**src/rtl/core/sts_pkg.sv**
```systemverilog
// ============================================================================
// Slot table thread scheduler package
// Shared codes, widths and control bundles of the scheduler core.
// ============================================================================
package sts_pkg;

    localparam int TID_W       = 4;
    localparam int NUM_THREADS = 16;
    localparam int CMD_W       = 3;
    localparam int EV_IN_W     = 8;
    localparam int STATUS_W    = 2;
    localparam int COUNT_W     = 5;

    // Commands.
    localparam logic [CMD_W-1:0] CMD_SET_READY   = 3'd0;
    localparam logic [CMD_W-1:0] CMD_SET_WAITING = 3'd1;
    localparam logic [CMD_W-1:0] CMD_WAKE_EVENT  = 3'd2;
    localparam logic [CMD_W-1:0] CMD_SET_EXIT    = 3'd3;
    localparam logic [CMD_W-1:0] CMD_RESCHEDULE  = 3'd4;
    localparam logic [CMD_W-1:0] CMD_FIND_THREAD = 3'd5;

    // Thread states.
    localparam logic [1:0] TS_READY   = 2'd0;
    localparam logic [1:0] TS_WAITING = 2'd1;
    localparam logic [1:0] TS_EXITED  = 2'd2;
    localparam logic [1:0] TS_IDLE    = 2'd3;

    // Result status codes.
    localparam logic [STATUS_W-1:0] ST_DONE    = 2'd0;
    localparam logic [STATUS_W-1:0] ST_DROPPED = 2'd1;
    localparam logic [STATUS_W-1:0] ST_NONE    = 2'd2;

    // Write and clear strobes from the sequencer to one slot table.
    typedef struct packed {
        logic wr;
        logic clr;
    } tbl_ctl_t;

    // Registered view of the slot last read, plus the full flag.
    typedef struct packed {
        logic used;
        logic full;
    } tbl_sts_t;

    // One finished result, before the counts are attached.
    typedef struct packed {
        logic [STATUS_W-1:0] status;
        logic [TID_W-1:0]    thread;
    } res_t;

endpackage

```
**src/rtl/core/sts_slot_table.sv**
```systemverilog
// ============================================================================
// Slot table
// Synchronous slot memory with used bits, fill total and round-robin pointer.
// ============================================================================
module sts_slot_table #(
    parameter int SLOTS = 16,
    parameter int DW    = 4
) (
    input  logic                         aclk,
    input  logic                         aresetn,
    input  sts_pkg::tbl_ctl_t            ctl,
    input  logic [$clog2(SLOTS)-1:0]     rd_addr,
    input  logic [$clog2(SLOTS)-1:0]     wr_addr,
    input  logic [DW-1:0]                wr_data,
    output logic [DW-1:0]                rd_data,
    output sts_pkg::tbl_sts_t            sts,
    output logic [$clog2(SLOTS)-1:0]     ptr,
    output logic [$clog2(SLOTS+1)-1:0]   total
);
    import sts_pkg::*;

    localparam int AW = $clog2(SLOTS);
    localparam int CW = $clog2(SLOTS+1);

    logic [DW-1:0]    slot_mem [SLOTS];
    logic [DW-1:0]    rd_data_reg;
    logic             rd_used_reg;
    logic [SLOTS-1:0] used_reg, used_next;
    logic [AW-1:0]    ptr_reg, ptr_next;
    logic [CW-1:0]    total_reg, total_next;

    // Slot contents: one write and one registered read per cycle.
    always_ff @(posedge aclk) begin
        if (ctl.wr) begin
            slot_mem[wr_addr] <= wr_data;
        end
        rd_data_reg <= slot_mem[rd_addr];
    end

    always_comb begin
        used_next  = used_reg;
        ptr_next   = ptr_reg;
        total_next = total_reg;
        if (ctl.wr) begin
            used_next[wr_addr] = 1'b1;
            total_next         = total_reg + CW'(1);
        end else if (ctl.clr) begin
            used_next[wr_addr] = 1'b0;
            total_next         = total_reg - CW'(1);
            ptr_next           = (wr_addr == AW'(SLOTS-1)) ? '0 : wr_addr + AW'(1);
        end
    end

    always_ff @(posedge aclk) begin
        if (!aresetn) begin
            used_reg    <= '0;
            ptr_reg     <= '0;
            total_reg   <= '0;
            rd_used_reg <= 1'b0;
        end else begin
            used_reg    <= used_next;
            ptr_reg     <= ptr_next;
            total_reg   <= total_next;
            rd_used_reg <= used_reg[rd_addr];
        end
    end

    assign rd_data  = rd_data_reg;
    assign sts.used = rd_used_reg;
    assign sts.full = (total_reg == CW'(SLOTS));
    assign ptr      = ptr_reg;
    assign total    = total_reg;

endmodule

```
**src/rtl/core/sts_ctrl.sv**
```systemverilog
// ============================================================================
// Scheduler sequencer
// Decodes commands, keeps thread states and scans the slot tables.
// ============================================================================
module sts_ctrl #(
    parameter int SLOTS = 16,
    parameter int EW    = 8
) (
    input  logic                            aclk,
    input  logic                            aresetn,
    input  logic                            in_valid,
    output logic                            in_ready,
    input  logic [sts_pkg::CMD_W-1:0]       in_cmd,
    input  logic [sts_pkg::TID_W-1:0]       in_tid,
    input  logic [EW-1:0]                   in_ev,
    output logic                            res_valid,
    input  logic                            res_ready,
    output sts_pkg::res_t                   res,
    output logic [$clog2(SLOTS)-1:0]        scan_addr,
    output logic [$clog2(SLOTS)-1:0]        slot_addr,
    output logic [sts_pkg::TID_W-1:0]       r_wr_data,
    output logic [sts_pkg::TID_W+EW-1:0]    w_wr_data,
    output sts_pkg::tbl_ctl_t               r_ctl,
    output sts_pkg::tbl_ctl_t               w_ctl,
    input  logic [sts_pkg::TID_W-1:0]       r_data,
    input  sts_pkg::tbl_sts_t               r_sts,
    input  logic [$clog2(SLOTS)-1:0]        r_ptr,
    input  logic [sts_pkg::TID_W+EW-1:0]    w_data,
    input  sts_pkg::tbl_sts_t               w_sts,
    input  logic [$clog2(SLOTS)-1:0]        w_ptr
);
    import sts_pkg::*;

    localparam int AW = $clog2(SLOTS);
    localparam int KW = $clog2(SLOTS+1);

    localparam logic [1:0] S_IDLE   = 2'd0;
    localparam logic [1:0] S_DECODE = 2'd1;
    localparam logic [1:0] S_SCAN   = 2'd2;
    localparam logic [1:0] S_DONE   = 2'd3;

    localparam logic [2:0] M_INS    = 3'd0;
    localparam logic [2:0] M_POP    = 3'd1;
    localparam logic [2:0] M_WAKE   = 3'd2;
    localparam logic [2:0] M_FIND_R = 3'd3;
    localparam logic [2:0] M_FIND_W = 3'd4;

    logic [1:0]       state_reg, state_next;
    logic [2:0]       mode_reg, mode_next;
    logic [CMD_W-1:0] cmd_reg, cmd_next;
    logic [TID_W-1:0] tid_reg, tid_next;
    logic [EW-1:0]    ev_reg, ev_next;
    logic [AW-1:0]    base_reg, base_next;
    logic [KW-1:0]    k_reg, k_next;
    logic             vd_reg, vd_next;
    logic [AW-1:0]    ad_reg, ad_next;
    logic             lastd_reg, lastd_next;
    logic             drop_reg, drop_next;
    res_t             res_reg, res_next;
    logic [1:0]       tstat_reg [NUM_THREADS];
    logic [1:0]       tstat_next [NUM_THREADS];

    logic [AW:0]      addr_sum;
    logic [TID_W-1:0] st_addr;
    logic [1:0]       st;
    logic             use_w;
    logic             used_d;
    logic             w_hit_ev;
    logic [TID_W-1:0] w_thread;

    assign addr_sum  = {1'b0, base_reg} + (AW+1)'(k_reg);
    assign scan_addr = (addr_sum >= (AW+1)'(SLOTS)) ? AW'(addr_sum - (AW+1)'(SLOTS))
                                                    : AW'(addr_sum);
    assign slot_addr = ad_reg;
    assign r_wr_data = tid_reg;
    assign w_wr_data = {ev_reg, tid_reg};
    assign w_thread  = w_data[TID_W-1:0];
    assign w_hit_ev  = (w_data[TID_W+EW-1:TID_W] == ev_reg);

    // During a pop the state is looked up for the thread just read back.
    assign st_addr = (state_reg == S_SCAN && mode_reg == M_POP) ? r_data : tid_reg;
    assign st      = tstat_reg[st_addr];

    assign use_w = (mode_reg == M_WAKE) || (mode_reg == M_FIND_W) ||
                   (mode_reg == M_INS && cmd_reg == CMD_SET_WAITING);
    assign used_d = use_w ? w_sts.used : r_sts.used;

    assign in_ready  = (state_reg == S_IDLE);
    assign res_valid = (state_reg == S_DONE);
    assign res       = res_reg;

    always_comb begin
        state_next = state_reg;
        mode_next  = mode_reg;
        cmd_next   = cmd_reg;
        tid_next   = tid_reg;
        ev_next    = ev_reg;
        base_next  = base_reg;
        k_next     = k_reg;
        vd_next    = vd_reg;
        ad_next    = ad_reg;
        lastd_next = lastd_reg;
        drop_next  = drop_reg;
        res_next   = res_reg;
        tstat_next = tstat_reg;
        r_ctl      = '0;
        w_ctl      = '0;

        case (state_reg)
            S_IDLE: begin
                if (in_valid) begin
                    cmd_next   = in_cmd;
                    tid_next   = in_tid;
                    ev_next    = in_ev;
                    state_next = S_DECODE;
                end
            end

            S_DECODE: begin
                k_next    = '0;
                vd_next   = 1'b0;
                drop_next = 1'b0;
                base_next = '0;
                state_next = S_SCAN;
                case (cmd_reg)
                    CMD_SET_READY: begin
                        res_next = '{status: ST_DONE, thread: tid_reg};
                        mode_next = M_INS;
                        if (st == TS_READY) begin
                            state_next = S_DONE;
                        end else if (r_sts.full) begin
                            res_next.status = ST_DROPPED;
                            state_next      = S_DONE;
                        end
                    end
                    CMD_SET_WAITING: begin
                        res_next = '{status: ST_DONE, thread: tid_reg};
                        mode_next = M_INS;
                        if (st == TS_WAITING) begin
                            state_next = S_DONE;
                        end else if (w_sts.full) begin
                            res_next.status = ST_DROPPED;
                            state_next      = S_DONE;
                        end
                    end
                    CMD_WAKE_EVENT: begin
                        mode_next = M_WAKE;
                        base_next = w_ptr;
                    end
                    CMD_SET_EXIT: begin
                        tstat_next[tid_reg] = TS_EXITED;
                        res_next   = '{status: ST_DONE, thread: tid_reg};
                        state_next = S_DONE;
                    end
                    CMD_RESCHEDULE: begin
                        mode_next = M_POP;
                        base_next = r_ptr;
                        if (st != TS_EXITED && st != TS_WAITING) begin
                            if (r_sts.full) begin
                                drop_next = 1'b1;
                            end else begin
                                mode_next = M_INS;
                                base_next = '0;
                            end
                        end
                    end
                    CMD_FIND_THREAD: begin
                        mode_next = M_FIND_R;
                    end
                    default: begin
                        res_next   = '{status: ST_DONE, thread: '0};
                        state_next = S_DONE;
                    end
                endcase
            end

            S_SCAN: begin
                // Read issue side: one slot address per cycle.
                vd_next    = (k_reg < KW'(SLOTS));
                ad_next    = scan_addr;
                lastd_next = (k_reg == KW'(SLOTS-1));
                if (k_reg < KW'(SLOTS)) begin
                    k_next = k_reg + KW'(1);
                end

                // Evaluate side: the slot whose data came back this cycle.
                if (vd_reg) begin
                    case (mode_reg)
                        M_INS: begin
                            if (!used_d) begin
                                if (cmd_reg == CMD_SET_WAITING) begin
                                    w_ctl.wr = 1'b1;
                                    tstat_next[tid_reg] = TS_WAITING;
                                end else begin
                                    r_ctl.wr = 1'b1;
                                    if (st != TS_EXITED) begin
                                        tstat_next[tid_reg] = TS_READY;
                                    end
                                end
                                if (cmd_reg == CMD_RESCHEDULE) begin
                                    // Requeued; now pop from the ready pointer.
                                    mode_next = M_POP;
                                    base_next = r_ptr;
                                    k_next    = '0;
                                    vd_next   = 1'b0;
                                end else begin
                                    state_next = S_DONE;
                                end
                            end else if (lastd_reg) begin
                                state_next = S_DONE;
                            end
                        end
                        M_POP: begin
                            if (r_sts.used) begin
                                r_ctl.clr = 1'b1;
                            end
                            if (r_sts.used && st != TS_EXITED) begin
                                res_next.status = drop_reg ? ST_DROPPED : ST_DONE;
                                res_next.thread = r_data;
                                state_next      = S_DONE;
                            end else if (lastd_reg) begin
                                res_next   = '{status: ST_NONE, thread: '0};
                                state_next = S_DONE;
                            end
                        end
                        M_WAKE: begin
                            if (w_sts.used && w_hit_ev) begin
                                w_ctl.clr  = 1'b1;
                                res_next   = '{status: ST_DONE, thread: w_thread};
                                state_next = S_DONE;
                            end else if (lastd_reg) begin
                                res_next   = '{status: ST_NONE, thread: '0};
                                state_next = S_DONE;
                            end
                        end
                        M_FIND_R: begin
                            if (r_sts.used && r_data == tid_reg) begin
                                res_next   = '{status: ST_DONE, thread: tid_reg};
                                state_next = S_DONE;
                            end else if (lastd_reg) begin
                                mode_next = M_FIND_W;
                                base_next = '0;
                                k_next    = '0;
                                vd_next   = 1'b0;
                            end
                        end
                        M_FIND_W: begin
                            if (w_sts.used && w_thread == tid_reg) begin
                                res_next   = '{status: ST_DONE, thread: tid_reg};
                                state_next = S_DONE;
                            end else if (lastd_reg) begin
                                res_next   = '{status: ST_NONE, thread: '0};
                                state_next = S_DONE;
                            end
                        end
                        default: begin
                            state_next = S_DONE;
                        end
                    endcase
                end
            end

            S_DONE: begin
                if (res_ready) begin
                    state_next = S_IDLE;
                end
            end

            default: begin
                state_next = S_IDLE;
            end
        endcase
    end

    always_ff @(posedge aclk) begin
        if (!aresetn) begin
            state_reg <= S_IDLE;
            mode_reg  <= M_INS;
            k_reg     <= '0;
            vd_reg    <= 1'b0;
            lastd_reg <= 1'b0;
            drop_reg  <= 1'b0;
            for (int i = 0; i < NUM_THREADS; i++) begin
                tstat_reg[i] <= TS_IDLE;
            end
        end else begin
            state_reg <= state_next;
            mode_reg  <= mode_next;
            k_reg     <= k_next;
            vd_reg    <= vd_next;
            lastd_reg <= lastd_next;
            drop_reg  <= drop_next;
            tstat_reg <= tstat_next;
        end
    end

    always_ff @(posedge aclk) begin
        cmd_reg  <= cmd_next;
        tid_reg  <= tid_next;
        ev_reg   <= ev_next;
        base_reg <= base_next;
        ad_reg   <= ad_next;
        res_reg  <= res_next;
    end

endmodule

```
**src/rtl/core/slot_table_thread_scheduler.sv**
```systemverilog
// ============================================================================
// Slot table thread scheduler
// Ready and waiting slot tables with round-robin removal and event wake-up.
// ============================================================================
// Usage: one command enters on the s_ stream and exactly one result leaves on
// the m_ stream, in command order. Commands mark threads ready, waiting on an
// event or exited, wake the next waiter on an event, reschedule the current
// thread, or look a thread up by id.
// The block works on one command at a time. A command that needs no table
// scan goes from decode straight to its result. Each scan walks one slot per
// cycle through the slot memory's single registered read port; reschedule
// and find may run two scans, and a new command is accepted once the
// previous result has moved into the output register.
// The output register parts the two sides: a new command is taken while the
// previous result still waits, and when the receiver stalls the block holds
// its next result internally until the output register frees up.
// Reset (aresetn low at a clock edge) frees every slot, zeroes both
// round-robin pointers and marks all threads as not queued. Slot contents
// are not cleared; they are only read while their slot is in use.
// ============================================================================
module slot_table_thread_scheduler #(
    parameter int SLOTS      = 16,
    parameter int EVENT_BITS = 8
) (
    input  logic        aclk,
    input  logic        aresetn,
    input  logic        s_tvalid,
    output logic        s_tready,
    // [2:0] cmd, [6:3] thread_id, [14:7] event_tag, [15] zero
    input  logic [15:0] s_tdata,
    output logic        m_tvalid,
    input  logic        m_tready,
    // [1:0] status, [5:2] thread_out, [10:6] ready_count, [15:11] waiting_count
    output logic [15:0] m_tdata
);
    import sts_pkg::*;

    localparam int AW = $clog2(SLOTS);
    localparam int CW = $clog2(SLOTS+1);
    // Only the low EVENT_BITS bits of the event tag take part in matching.
    localparam int EW = (EVENT_BITS < EV_IN_W) ? EVENT_BITS : EV_IN_W;
    localparam int WDW = TID_W + EW;

    logic               res_valid;
    logic               res_ready;
    res_t               res;
    logic [AW-1:0]      scan_addr;
    logic [AW-1:0]      slot_addr;
    logic [TID_W-1:0]   r_wr_data;
    logic [WDW-1:0]     w_wr_data;
    tbl_ctl_t           r_ctl;
    tbl_ctl_t           w_ctl;
    logic [TID_W-1:0]   r_data;
    logic [WDW-1:0]     w_data;
    tbl_sts_t           r_sts;
    tbl_sts_t           w_sts;
    logic [AW-1:0]      r_ptr;
    logic [AW-1:0]      w_ptr;
    logic [CW-1:0]      r_total;
    logic [CW-1:0]      w_total;

    logic               m_tvalid_reg, m_tvalid_next;
    logic [15:0]        m_tdata_reg, m_tdata_next;

    sts_ctrl #(
        .SLOTS (SLOTS),
        .EW    (EW)
    ) u_ctrl (
        .aclk      (aclk),
        .aresetn   (aresetn),
        .in_valid  (s_tvalid),
        .in_ready  (s_tready),
        .in_cmd    (s_tdata[2:0]),
        .in_tid    (s_tdata[6:3]),
        .in_ev     (s_tdata[7 +: EW]),
        .res_valid (res_valid),
        .res_ready (res_ready),
        .res       (res),
        .scan_addr (scan_addr),
        .slot_addr (slot_addr),
        .r_wr_data (r_wr_data),
        .w_wr_data (w_wr_data),
        .r_ctl     (r_ctl),
        .w_ctl     (w_ctl),
        .r_data    (r_data),
        .r_sts     (r_sts),
        .r_ptr     (r_ptr),
        .w_data    (w_data),
        .w_sts     (w_sts),
        .w_ptr     (w_ptr)
    );

    // Ready table: one thread id per slot.
    sts_slot_table #(
        .SLOTS (SLOTS),
        .DW    (TID_W)
    ) u_ready_tbl (
        .aclk    (aclk),
        .aresetn (aresetn),
        .ctl     (r_ctl),
        .rd_addr (scan_addr),
        .wr_addr (slot_addr),
        .wr_data (r_wr_data),
        .rd_data (r_data),
        .sts     (r_sts),
        .ptr     (r_ptr),
        .total   (r_total)
    );

    // Waiting table: event tag above the thread id in each slot.
    sts_slot_table #(
        .SLOTS (SLOTS),
        .DW    (WDW)
    ) u_wait_tbl (
        .aclk    (aclk),
        .aresetn (aresetn),
        .ctl     (w_ctl),
        .rd_addr (scan_addr),
        .wr_addr (slot_addr),
        .wr_data (w_wr_data),
        .rd_data (w_data),
        .sts     (w_sts),
        .ptr     (w_ptr),
        .total   (w_total)
    );

    // The output register takes a new result once its current one has left.
    assign res_ready = !m_tvalid_reg || m_tready;

    always_comb begin
        m_tvalid_next = m_tvalid_reg;
        m_tdata_next  = m_tdata_reg;
        if (m_tvalid_reg && m_tready) begin
            m_tvalid_next = 1'b0;
        end
        if (res_valid && res_ready) begin
            // Counts are sampled here, after every table update of the command.
            m_tvalid_next = 1'b1;
            m_tdata_next  = {COUNT_W'(w_total), COUNT_W'(r_total), res.thread, res.status};
        end
    end

    always_ff @(posedge aclk) begin
        if (!aresetn) begin
            m_tvalid_reg <= 1'b0;
        end else begin
            m_tvalid_reg <= m_tvalid_next;
        end
    end

    always_ff @(posedge aclk) begin
        m_tdata_reg <= m_tdata_next;
    end

    assign m_tvalid = m_tvalid_reg;
    assign m_tdata  = m_tdata_reg;

endmodule

```
**config.mk**
```make
export PLATFORM = sky130hd
export DESIGN_NAME = slot_table_thread_scheduler
export DESIGN_NICKNAME = d
export VERILOG_FILES = /design/src/rtl/core/sts_pkg.sv /design/src/rtl/core/sts_slot_table.sv /design/src/rtl/core/sts_ctrl.sv /design/src/rtl/core/slot_table_thread_scheduler.sv
export SDC_FILE = /design/constraint.sdc
export NUM_CORES = 1
export LEC_CHECK = 0
export ABC_AREA = 0
export CORE_MARGIN = 5
export CORE_UTILIZATION = 25
export DETAILED_ROUTE_END_ITERATION = 8
export DONT_BUFFER_PORTS = 1
export GPL_TIMING_DRIVEN = 1
export PLACE_DENSITY = 0.38
export SLEW_MARGIN = 20
export SYNTH_ARGS = -nofsm -noshare
export SYNTH_HDL_FRONTEND = slang
export SYNTH_SLANG_ARGS = --single-unit
export TNS_END_PERCENT = 20
```
**constraint.sdc**
```tcl
create_clock -name aclk -period 7 [get_ports aclk]
set_input_delay 1.05 -clock aclk [delete_from_list [all_inputs] [get_ports aclk]]
set_output_delay 1.05 -clock aclk [all_outputs]
set_load 0.01 [all_outputs]
```
==> results.yml, run 1 <==
outcome:
  status: "completed"
sta:
  rsz0062_at_grt: "false"
  setup_tns_ns: 0
  layout_worst_path_cycle_share: 0.654
  hold_viol: 0
  worst_slew_pin_slew_ns: 0.918
  setup_viol: 0
  skew_ns: 0.0244
  final_max_slew_viol_count: 0
  relSlewSlack: 0.384
  layout_min_cycle_time_ns: 4.58
  setup_slack_ns: 2.42
  fmax_mhz: 218
setup_path:
  reg2reg_slack_ns: 2.42
  cp.arrival_ns: 4.91
  reg2regPathDepth: 15
  crit_type: "flip-flop to flip-flop"
  slowest_stage: "mux2i_4"
  worst_path_largest_cell_delay_ns: 0.70
  cp_cell_sequence: "inv_1 -> ha_2 -> and4bb_2 -> mux2i_4 -> mux2i_1 -> a22oi_1 -> and4_1 -> a31o_2 -> ha_1 -> nand2b_1 -> nor2_1 -> a21oi_1 -> o21ai_0 -> o21bai_1 -> a221o_1"
  cp.required_ns: 7.33
  reg2reg_to: "u_ctrl.res[1]"
  worst_setup_path_start_kind: "flip-flop"
  crit_fanout: 15
  crit-reg2reg-launch: "u_ctrl.state_reg[0]"
  end_kind: "flip-flop"
detailed_routing:
  viasPerCell: 4.62
  antenna_left: 0
  wl_um: 47300
  drt_first_iter_violations: 575
  first_pass_iters: 5
  wl_per_cell_um: 21.4
  vias: 10200
  drcViolationCount: 0
yosys:
  yosys_warnings: 0
  seq_area_frac_synth: 0.641
  syn-cell-area_sq_mm: 0.0177
  ys_async_sr_fraction: 0
  ys_seq_elements: 415
  synthCells: 1238
  syn_nets: 1282
  ys_dominant_reg_cell: "edfxtp_1"
  synth.lib_cells_used.distinct: 77
  syn_area_per_cell_sq_um: 14.3
  synth_edf_count: 301
cells_and_area:
  final_cell_mix: "edfxtp_1, nand2_1, dfxtp_1, mux4_2"
  num-nets-final: 1274
  drive_above_1_share: 0.151
  fin_area_sq_mm: 0.0201
  syn2layout_area_growth_pct: 13.8
  fillerInstances: 7085
  instances_no_fill: 2209
  layout_commonest_cell: "edfxtp_1"
power_and_ir_drop:
  power_uw: 7440
  powerDensity_mw_per_mm2: 370
  ir_drop_mv: 0.168
  power.leakage_uw: 0.00668
clocking:
  ctsResizeCount: 0
  holdBufCountCts: 0
  htreeDepth: 2
  post_cts_buffers: 0
  clock-root-buffer: "clkbuf_16"
  clkLatencyLatePin_ns: 0.59
  cts_sinks: 415
  clk_pin_slew_ns: 0.06
  cts_inserted_buffers: 46
  cts_tree: "built"
  clockBufferDepth: 3
placement:
  hpwl_um: 28100
  post-place-cells: 2122
  port_buffers: 0
  place_congestion: 0.748
  pre_cts_ws_ns: 2.45
  dpl-instance-area_sq_mm: 0.0187
grt:
  grt_pass1_wl_um: 71000
  grt_pass1_vias: 10500
  antenna_found_initial: 0
  grt_use_total: 0.124
  gr-total-overflow: 0
  grt_max_degree: 101
floorplanning:
  die_y_um: 276
  die_area_sq_mm: 0.0760
  start_util: 0.252
  num_rows: 97
  die_x_um: 276
  coreArea_sq_mm: 0.0700
  io_pins: 38
worst_hold_path:
  min-delay-start: "u_ctrl.res[4]"
  holdCritPathClass: "flip-flop to flip-flop"
  hold_end: "m_tdata[0]"
  whs_path_depth: 0
run:
  cap_violations: 0
## synth_stat cells (all sizes together), types with 6 or more instances
cell type | instances | share of area
a21boi | 15 | 0.0064
a21o | 8 | 0.0034
a21oi | 20 | 0.0057
a31oi | 34 | 0.012
and2 | 8 | 0.0028
and3 | 18 | 0.0064
buf | 33 | 0.010
clkbuf | 40 | 0.0085
dfxtp | 114 | 0.13
edfxtp | 301 | 0.51
ha | 21 | 0.015
inv | 23 | 0.0049
mux2i | 38 | 0.023
mux4 | 73 | 0.093
nand2 | 142 | 0.030
nand2b | 7 | 0.0025
nand3 | 17 | 0.0048
nand4 | 16 | 0.0057
nor2 | 56 | 0.016
nor2b | 29 | 0.010
nor3 | 13 | 0.0037
nor4 | 9 | 0.0049
o211a | 6 | 0.0034
o211ai | 14 | 0.0062
o21a | 39 | 0.017
o21ai | 42 | 0.012
xnor2 | 23 | 0.011
## worst max-delay path by stage
stage | cells after the start | end | slack (ns) | startpoint
detailed placement | 15 | u_ctrl.res[1] | 2.45 | u_ctrl.state_reg[0]
floorplan | 16 | u_ctrl.res[0] | 2.95 | u_ctrl.state_reg[0]
global route | 15 | u_ctrl.res[1] | 2.24 | u_ctrl.state_reg[0]
finish | 15 | u_ctrl.res[1] | 2.42 | u_ctrl.state_reg[0]
global placement | 15 | u_ctrl.res[1] | 2.49 | u_ctrl.state_reg[0]
CTS | 15 | u_ctrl.res[1] | 2.44 | u_ctrl.state_reg[0]
## logic make-up (layout without fill, tap and decap cells)
group / after synthesis / count (layout) / synth area share
flip-flops: 415 / 415 / 0.641
AND/OR/NAND/NOR: 342 / 342 / 0.0994
AO/OA/AOI/OAI: 218 / 218 / 0.0853
multiplexers: 114 / 114 / 0.118
buffers and inverters: 97 / 127 / 0.0239
XOR/XNOR: 28 / 28 / 0.0139
adder cells (fa/ha/maj): 24 / 24 / 0.0183
other: 0 / 1 / 0
## final cells by class
cell class / count / area, sq um / area share
timing repair buffer: 17 / 128 / 0.00635
clock buffer: 64 / 1230 / 0.0611
inverter: 24 / 90.1 / 0.00448
tap: 940 / 1180 / 0.0585
antenna: 1 / 2.50 / 0.000125
multi-input combinational: 726 / 5950 / 0.296
clock inverter: 22 / 194 / 0.00965
sequential: 415 / 11300 / 0.563
## worst max-delay path, delay by kind of cell (launching register included)
family / cells / cell delay, ns
buf+inv: 1 / 0.15
fa+ha+maj: 2 / 0.44
compound gates: 6 / 1.25
flops: 1 / 0.35
mux: 2 / 1.02
simple gates: 4 / 1.10
## report_power, final
group | internal (uW) | switching [uW] | leakage (uW)
combinational | 821 | 1230 | 0.00233
clock | 1310 | 1020 | 0.000693
sequential | 2890 | 162 | 0.00365
## per-stage QoR
stage               hold WS, ns   util
floorplan                 0.418      -
global placement          0.434  0.267
detailed placement        0.448  0.267
CTS                       0.465  0.287
global route              0.477  0.287
finish                    0.456  0.287
## per-layer routing
layer,share of wire,track usage,routed length [um],vias up
li1,-,-,-,4724
met1,0.48,0.176,22800,5236
met2,0.46,0.197,21600,172
met3,0.034,0.0209,1610,76
met4,0.026,0.0357,1230,0
met5,0,0,0,-
Power figures use the tool's default switching activity.
==> inputs of run 2 (changes only) <==
- clock period: 7 -> 4.4 ns (I/O delays scaled with it)
==> results.yml, run 2 (synthesis results as in run 1) <==
floorplanning:
  die_y_um: 276
  die_x_um: 276
  start_util: 0.252
  coreArea_sq_mm: 0.0700
  num_rows: 97
  io_pins: 38
  die_area_sq_mm: 0.0760
grt:
  grt_max_degree: 101
  grt_pass1_wl_um: 71800
  grt_use_total: 0.126
  gr-total-overflow: 0
  antenna_found_initial: 2
  grt_pass1_vias: 10700
cells_and_area:
  final_cell_mix: "edfxtp_1, nand2_1, dfxtp_1, mux4_2, clkbuf_16"
  drive_above_1_share: 0.170
  fin_area_sq_mm: 0.0204
  syn2layout_area_growth_pct: 15.6
  layout_commonest_cell: "edfxtp_1"
  diodes: 0
  num-nets-final: 1293
  fillerInstances: 7094
sta:
  layout_worst_path_cycle_share: 0.950
  layout_min_cycle_time_ns: 4.18
  setup_tns_ns: 0
  fmax_mhz: 239
  setup_viol: 0
  skew_ns: 0.0296
  rsz0062_at_grt: "false"
  relSlewSlack: 0.349
  worst_slew_pin_slew_ns: 0.976
  hold_viol: 0
  final_max_slew_viol_count: 0
  setup_slack_ns: 0.219
setup_path:
  worst_setup_path_start_kind: "flip-flop"
  cp.arrival_ns: 4.50
  crit_fanout: 12
  crit_type: "flip-flop to flip-flop"
  cp.required_ns: 4.71
  end_kind: "flip-flop"
placement:
  pre_cts_ws_ns: 0.275
  port_buffers: 0
  hpwl_um: 30000
  dpl-instance-area_sq_mm: 0.0188
  place_congestion: 0.759
detailed_routing:
  vias: 10400
  first_pass_iters: 5
  drcViolationCount: 0
  wl_um: 48100
  wl_per_cell_um: 21.6
  antenna_left: 0
  viasPerCell: 4.67
  drt_first_iter_violations: 618
clocking:
  cts_sinks: 415
  htreeDepth: 2
  clock-root-buffer: "clkbuf_16"
  cts_tree: "built"
  clkLatencyLatePin_ns: 0.59
  cts_inserted_buffers: 47
  clk_pin_slew_ns: 0.06
  clockBufferDepth: 3
power_and_ir_drop:
  ir_drop_mv: 0.257
  power.leakage_uw: 0.00686
  powerDensity_mw_per_mm2: 600
worst_hold_path:
  holdCritPathClass: "input port to flip-flop"
run:
  cap_violations: 0
outcome:
  status: "completed"
run 2: changes by cell type in the layout (fill, tap and decap cells not counted), sizes merged:
cell | previous run | this run
diode | 1 | 0
inv | 25 | 24
bufinv | 2 | 5
buf | 17 | 35
clkinvlp | 1 | 0
run 2: worst max-delay path, cell delays in order (launching register included):
cell	delay, ns
dfxtp_1	0.35
inv_1	0.14
ha_2	0.22
and4bb_2	0.40
mux2i_4	0.26
buf_4	0.24
mux2i_1	0.27
a22oi_1	0.10
and4_1	0.22
a31o_2	0.22
ha_1	0.21
nand2b_1	0.24
nor2_1	0.14
a21oi_1	0.05
o21ai_0	0.29
o21bai_1	0.18
a221o_1	0.37
run 2: metal layers:
metal,GRT usage,vias up,share of wire
met4,0.0334,0,0.021
li1,-,4772,-
met1,0.173,5350,0.46
met3,0.0209,65,0.039
met2,0.208,203,0.48
met5,0,-,0
run 2: layout make-up:
| type | instances | area (sq um) | share of cell area |
|---|---|---|---|
| Sequential cell | 415 | 11300 | 0.555 |
| Multi-Input combinational cell | 726 | 5950 | 0.292 |
| Timing Repair Buffer | 35 | 300 | 0.0147 |
| Clock inverter | 23 | 274 | 0.0134 |
| Clock buffer | 64 | 1300 | 0.0637 |
| Tap cell | 940 | 1180 | 0.0576 |
| Inverter | 24 | 90.1 | 0.00441 |
run 2: per-stage QoR:
step / total power (uW) / instances / hold WS [ns] / util
final: 12200 / 2227 / 0.158 / 0.292
after global placement: 8420 / 2138 / 0.428 / 0.269
after CTS: 12500 / 2225 / 0.107 / 0.291
after floorplan: 7200 / 1238 / 0.418 / -
after global routing: 12900 / 2227 / 0.113 / 0.292
after detailed placement: 8420 / 2138 / 0.440 / 0.269
run 2: final timing paths:
path                                          start                to  slack [ns]  cells after the start
worst max register to register  u_ctrl.state_reg[0]     u_ctrl.res[0]        0.22                     16
worst min-delay path                    s_tdata[11]  u_ctrl.ev_reg[4]        0.16                      0
worst max-delay path            u_ctrl.state_reg[0]     u_ctrl.res[0]        0.22                     16
worst min register to register        u_ctrl.res[4]        m_tdata[0]        0.46                      0
run 2: timing repair:
| action | 4_1_cts | 5_1_grt |
|---|---|---|
| hold buffers | 0 | 0 |
| buffers inserted | 0 | 2 |
| gates resized for setup | 0 | 0 |
| endpoints found under the setup margin | 0 | 1 |
run 2: where the power goes:
group / internal [uW] / total, uW / switching [uW]
Clock: 2370 / 4000 / 1630
Combinational: 1380 / 3370 / 1990
Sequential: 4600 / 4870 / 269
Total: 8350 / 12200 / 3890
==> inputs of run 3 (changes only) <==
- clock period: 4.4 -> 3.9 ns (I/O delays scaled with it)
==> results.yml, run 3 (synthesis results as in run 1) <==
outcome:
  status: "completed"
floorplanning:
  io_pins: 38
  start_util: 0.252
  die_y_um: 276
  die_x_um: 276
  num_rows: 97
  coreArea_sq_mm: 0.0700
  die_area_sq_mm: 0.0760
setup_path:
  critPathLaunch: "u_ctrl.state_reg[0]"
  cp.required_ns: 4.24
  worst_path_largest_cell_delay_ns: 0.52
  crit-reg2reg-launch: "u_ctrl.state_reg[0]"
  cp.arrival_ns: 4.03
  end_kind: "flip-flop"
  cp_cell_sequence: "inv_1 -> ha_2 -> and4bb_2 -> buf_4 -> mux2i_4 -> mux4_2 -> nand3_1 -> o211a_1 -> ha_1 -> nand2b_2 -> buf_4 -> mux2i_1 -> o21ai_0 -> a221o_1"
  crit_fanout: 5
  crit_type: "flip-flop to flip-flop"
  worst_setup_path_start_kind: "flip-flop"
  crit_top_cell: "buf_4"
  cp_num_buf_inv: 3
  critical_path.top_delay_family: "multiplexers"
  slowest_stage: "mux4_2"
cells_and_area:
  fillerInstances: 7066
  finish.utilization: 0.292
  fin_area_sq_mm: 0.0205
  final_cell_mix: "edfxtp_1, nand2_1, dfxtp_1, mux4_2, clkbuf_16"
  syn2layout_area_growth_pct: 16.0
  drive_above_1_share: 0.177
  layout_commonest_cell: "edfxtp_1"
  diodes: 0
  instances_no_fill: 2242
  num-nets-final: 1307
detailed_routing:
  wl_um: 48500
  drcViolationCount: 0
  wl_met3_um: 1860
  wl_per_cell_um: 21.6
  antenna_left: 0
  drt_first_iter_violations: 645
  first_pass_iters: 5
  viasPerCell: 4.59
  top_layer_used: "met4"
  vias: 10300
  dr_wl_met2_um: 23400
  wl_met1_um: 22000
clocking:
  cts_tree: "built"
  cts_sinks: 415
  holdBufCountCts: 0
  htreeDepth: 2
  post_cts_buffers: 0
  clkLatencyLatePin_ns: 0.59
  clockBufferDepth: 3
  ctsResizeCount: 0
  cts_inserted_buffers: 48
  clock-root-buffer: "clkbuf_16"
  clk_pin_slew_ns: 0.06
run:
  cap_violations: 0
worst_hold_path:
  holdCritPathClass: "input port to flip-flop"
  min-delay-start: "s_tdata[13]"
sta:
  layout_worst_path_cycle_share: 0.946
  final_max_slew_viol_count: 0
  setup_viol: 0
  relSlewSlack: 0.419
  hold_viol: 0
  rsz0062_at_grt: "false"
  worst_slew_pin_slew_ns: 0.870
  fmax_mhz: 271
  setup_slack_ns: 0.209
  setup_tns_ns: 0
  skew_ns: 0.0226
  layout_min_cycle_time_ns: 3.69
grt:
  grt_use_total: 0.127
  grt_pass1_wl_um: 71900
  gr-total-overflow: 0
  grt_max_degree: 101
  grt_pass1_vias: 10600
  antenna_found_initial: 0
placement:
  hpwl_um: 29700
  place_congestion: 0.736
  port_buffers: 0
  pre_cts_ws_ns: 0.118
  dpl-instance-area_sq_mm: 0.0190
  post-place-cells: 2153
power_and_ir_drop:
  ir_drop_mv: 0.345
  powerDensity_mw_per_mm2: 666
  power.leakage_uw: 0.00688
==> run 3: worst reg2reg max path: cells and delay by family, from the launching register on <==
kind                     cells  cell delay [ns]
buffers and inverters        3             0.41
adder cells (fa/ha/maj)      2             0.43
AO/OA/AOI/OAI                3             0.62
multiplexers                 3             1.02
flip-flops                   1             0.31
AND/OR/NAND/NOR              3             0.63
==> run 3: worst paths after layout <==
check	end	cells past startpoint	slack (ns)
min reg2reg	u_wait_tbl.ptr[0]	2	0.47
max reg2reg	u_ctrl.res[1]	14	0.21
min	u_ctrl.ev_reg[6]	0	0.09
max	u_ctrl.res[1]	14	0.21
==> run 3: layout make-up <==
cell class	count	area, sq um	area share
Multi-Input combinational cell	726	5990	0.293
Timing Repair Buffer	48	423	0.0207
Clock buffer	59	1260	0.0616
Clock inverter	30	214	0.0104
Tap cell	940	1180	0.0574
Sequential cell	415	11300	0.553
Inverter	24	90.1	0.00440
==> run 3: power by group <==
group          switching, uW  leakage (uW)  total (uW)  internal [uW]
registers                284       0.00365        5470           5190
logic                   2260       0.00252        3870           1620
clock network           1860      0.000716        4290           2430
total                   4400       0.00688       13600           9240
==> run 3: metrics by stage <==
| stage | total power, uW | hold WS (ns) |
|---|---|---|
| floorplan | 8130 | 0.418 |
| global placement | 9540 | 0.451 |
| detailed placement | 9550 | 0.464 |
| CTS | 13900 | 0.0313 |
| global route | 14400 | 0.0434 |
| finish | 13600 | 0.0851 |
==> run 3: routing by layer <==
metal | up-vias | GRT usage
met3 | 80 | 0.0205
met4 | 0 | 0.0364
met1 | 5246 | 0.169
met2 | 185 | 0.214
li1 | 4786 | -
met5 | - | 0
